File: config.mk
export PLATFORM = sky130hd
export DESIGN_NAME = rspt_grp_mux
export DESIGN_NICKNAME = d
export VERILOG_FILES = /design/src/sv/rspt_pkg.sv /design/src/sv/rspt_grp_mux.sv
export SDC_FILE = /design/constraint.sdc
export NUM_CORES = 1
export LEC_CHECK = 0
export CORE_AREA = 2 2 285 287
export DETAILED_ROUTE_END_ITERATION = 10
export DIE_AREA = 0 0 287 289
export DONT_BUFFER_PORTS = 1
export HOLD_SLACK_MARGIN = 0.12
export SLEW_MARGIN = 40
export SYNTH_ARGS = -nofsm -noshare
export SYNTH_HDL_FRONTEND = slang
export SYNTH_SLANG_ARGS = --single-unit
File: constraint.sdc
create_clock -name clk -period 2.4 [get_ports clk]
set_input_delay 0 -clock clk [delete_from_list [all_inputs] [get_ports clk]]
set_output_delay 0 -clock clk [all_outputs]
set_load 0.1 [all_outputs]
File: src/sv/rspt_pkg.sv
`timescale 1ns / 1ps
// ----------------------------------------------------------------------------
// rspt_pkg - shared types and constants of the recency sorted peer table
// Table size, field widths, the entry layout and the cell control bundle.
// ----------------------------------------------------------------------------
package rspt_pkg;

	localparam int TABLE_DEPTH = 64;

	localparam int IP_W     = 32;
	localparam int PORT_W   = 16;
	localparam int STAMP_W  = 32;
	localparam int IDX_W    = 6;
	localparam int COUNT_W  = 7;
	localparam int CNT_W    = $clog2(TABLE_DEPTH + 1);

	// Read path: cells are gathered in groups of eight, one registered pick per group.
	localparam int GRP_SIZE  = 8;
	localparam int GRP_SEL_W = $clog2(GRP_SIZE);
	localparam int NGRP      = (TABLE_DEPTH + GRP_SIZE - 1) / GRP_SIZE;
	localparam int HI_W      = IDX_W - GRP_SEL_W;

	localparam logic KIND_INSERT = 1'b0;
	localparam logic KIND_READ   = 1'b1;

	typedef struct packed {
		logic [IP_W-1:0]    ip;
		logic [PORT_W-1:0]  port;
		logic [STAMP_W-1:0] stamp;
	} entry_t;

	typedef struct packed {
		logic ins;        // an insert is accepted in this cycle
		logic occupied;   // the cell holds a live entry
		logic prev_keep;  // the neighbor toward the head keeps its entry
	} cell_ctl_t;

endpackage

File: src/sv/rspt_grp_mux.sv
`timescale 1ns / 1ps
// ----------------------------------------------------------------------------
// rspt_grp_mux - first stage of the read tree
// Registers the entry of one group of cells chosen by the low index bits.
// ----------------------------------------------------------------------------
module rspt_grp_mux (
	input  logic                                       clk,
	input  logic                                       en,
	input  logic [rspt_pkg::GRP_SEL_W-1:0]             sel,
	input  rspt_pkg::entry_t [rspt_pkg::GRP_SIZE-1:0]  entries,
	output rspt_pkg::entry_t                           pick_s1
);
	import rspt_pkg::*;

	always_ff @(posedge clk) begin
		if (en) begin
			pick_s1 <= entries[sel];
		end
	end

endmodule

==> results.yml <==
run_status:
  status: "finished clean"
worst_setup_path:
  critical_path.max_stage_delay_ns: 0.58
  cpLargestDelayFamily: "buffers and inverters"
  path_common_cell: "dlygate4sd3_1"
  required_ns: 2.53
  worstPathArrival_ns: 2.45
  cp_max_fo: 1
  cp-start-kind: "primary input"
  path_cells: "dlygate4sd3_1, mux4_2, dlygate4sd3_1, mux2_2, dlygate4sd3_1"
  worst-setup-path-type: "in -> reg"
  critPathBufInv: 3
  cp_slowest_cell: "dlygate4sd3_1"
  end_kind: "register"
final_layout:
  drive_above_1_share_pct: 52.3
  fin_cells: 1695
  nFillCells: 8820
  top_register: "pick_s1"
  largest_reg_flops: 80
  syn_to_final_growth_pct: 65.8
  fin_area_sq_mm: 0.0119
  multiInputGateArea_sq_mm: 0.00450
  final_net_count: 1259
  regArea_sq_mm: 0.00240
  reg_top3: "pick_s1 (80)"
synthesis:
  synth_top_area_share_pct: 50.2
  avgSynthCellArea_sq_um: 19.7
  yosysSeqAreaShare_pct: 33.5
  synth_seq_cells: 80
  yosysTopAreaCell: "mux4_2"
  synth.most_common_cell: "mux4_2"
  synthCells: 365
  synth_area_sq_mm: 0.00718
  yosys_most_used_dff: "edfxtp_1"
  synth_commonest_cells: "mux4_2, edfxtp_1, mux2_2, buf_2, clkbuf_1"
  synth-edff-count: 80
  syn_nets: 1010
  async_flop_share_pct: 0
  synthTopCellsByArea: "mux4_2, edfxtp_1, mux2_2, buf_6, buf_2"
  ys_types: 7
  yosys_warnings: 0
timing:
  setup_viol: 0
  min_period_ns: 2.32
  rsz0062_at_grt: "false"
  max_slew_margin_pct: 39.4
  tightest_slew_ns: 0.910
  hold_viol: 0
  tns_ns: 0
  finalCritPeriodShare_pct: 96.7
  fmax_ghz: 0.431
  slew_viol_final: 0
place:
  dp_hpwl_um: 31100
  portBuffers: 0
  placed_area_sq_mm: 0.00918
  dp.cells: 1442
  place_congestion: 0.934
clock_network:
  clk_transition_reported_paths_ns: 0.07
  tritoncts: "done"
  cts_max_path_buffers: 2
  cts_root_buffer: "clkbuf_16"
  numClockSinks: 80
  h-tree-depth: 3
  post_cts_buffers: 0
  cts_buffers: 9
power:
  ir_drop_mv: 0.344
  cellLeakagePower_nw: 3.75
  power_density_mw_per_mm2: 560
floorplan:
  io_pins: 725
  fp.dieW_um: 287
  placementRows: 104
  start_util_pct: 8.98
  die-area_sq_mm: 0.0829
  core_area_sq_mm: 0.0799
  dieHeight_um: 289
global_route:
  globalRoute.totalOverflow: 0
  track_usage_pct: 8.98
  antenna_found_initial: 37
  grt_max_degree: 161
  grt_pass1_vias: 6376
  grt_pass1_wl_um: 50200
routing:
  post_drt_wl_per_cell_um: 23.6
  first_pass_iters: 6
  ant_nets: 0
  drt_iter0_drc: 262
  vias: 5664
  met1_length_um: 12800
  via_per_inst: 3.34
  drt_wl_total_um: 40000
  wl_met3_um: 4910
  top_layer: "met5"
  drc: 0
  met2_length_um: 20200
worst_hold_path:
  hold_end: "pick_s1[12]"
  min_from: "sel[1]"
  hold_class: "in -> reg"
  hold_depth: 2
flow_run:
  maxCapViolations: 0
[per-layer routing]
layer | global-route usage, % | vias up
li1 | - | 2213
met1 | 8.53 | 2822
met2 | 15.5 | 540
met3 | 4.49 | 81
met4 | 5.51 | 8
met5 | 0 | -
[power breakdown]
part,total (mW),switching (mW),internal (mW)
clock,1.83,0.711,1.12
sequential,2.06,0.302,1.76
combinational,2.78,1.40,1.38
[cell type report]
type / instances / share of cell area, %
Tap cell: 1060 / 11.1
Antenna cell: 17 / 0.358
Sequential cell: 80 / 20.2
Multi-Input combinational cell: 240 / 37.9
Clock buffer: 9 / 1.89
Clock inverter: 6 / 1.11
Timing Repair Buffer: 283 / 27.4
[cell families (layout without fill, tap and decap cells)]
| kind of cell | after synthesis | in the layout | synth area share (%) |
|---|---|---|---|
| flip-flops | 80 | 80 | 33.5 |
| buffers and inverters | 45 | 298 | 3.78 |
| multiplexers | 240 | 240 | 62.8 |
| other | 0 | 17 | 0 |
[layout by cell type (no fill, tap or decap)]
cell,instances
bufinv_16,4
buf_4,25
clkinv_1,1
mux2_2,80
diode_2,17
edfxtp_1,80
mux4_2,160
dlygate4sd3_1,214
buf_8,21
clkbuf_16,14
clkinv_4,1
buf_16,18
[worst max-delay path by stage]
| stage | start | to | slack, ns | cells past startpoint |
|---|---|---|---|---|
| detailed placement | sel[0] | pick_s1[65] | 1.19 | 2 |
| finish | entries[557] | pick_s1[77] | 0.08 | 5 |
| global route | entries[201] | pick_s1[41] | 0.11 | 5 |
| CTS | entries[201] | pick_s1[41] | 0.17 | 5 |
| global placement | sel[0] | pick_s1[78] | 1.17 | 2 |
| floorplan | sel[2] | pick_s1[0] | 0.92 | 5 |
[timing repair]
action | CTS | global route
endpoints found under the hold margin | 160 | 0
resized for setup | 0 | 0
hold buffers | 216 | 0
[metrics by stage]
stage                     hold slack (ns)  total power, mW  setup slack, ns  utilization, %
after floorplan                     0.112             3.79            0.915               -
after CTS                           0.305             6.76            0.166            14.7
final                               0.378             6.66           0.0799            14.9
after global routing                0.335             6.94            0.110            14.9
after global placement              0.122             3.91             1.17            10.5
after detailed placement            0.122             4.25             1.19            11.5
Power figures use the tool's default switching activity.
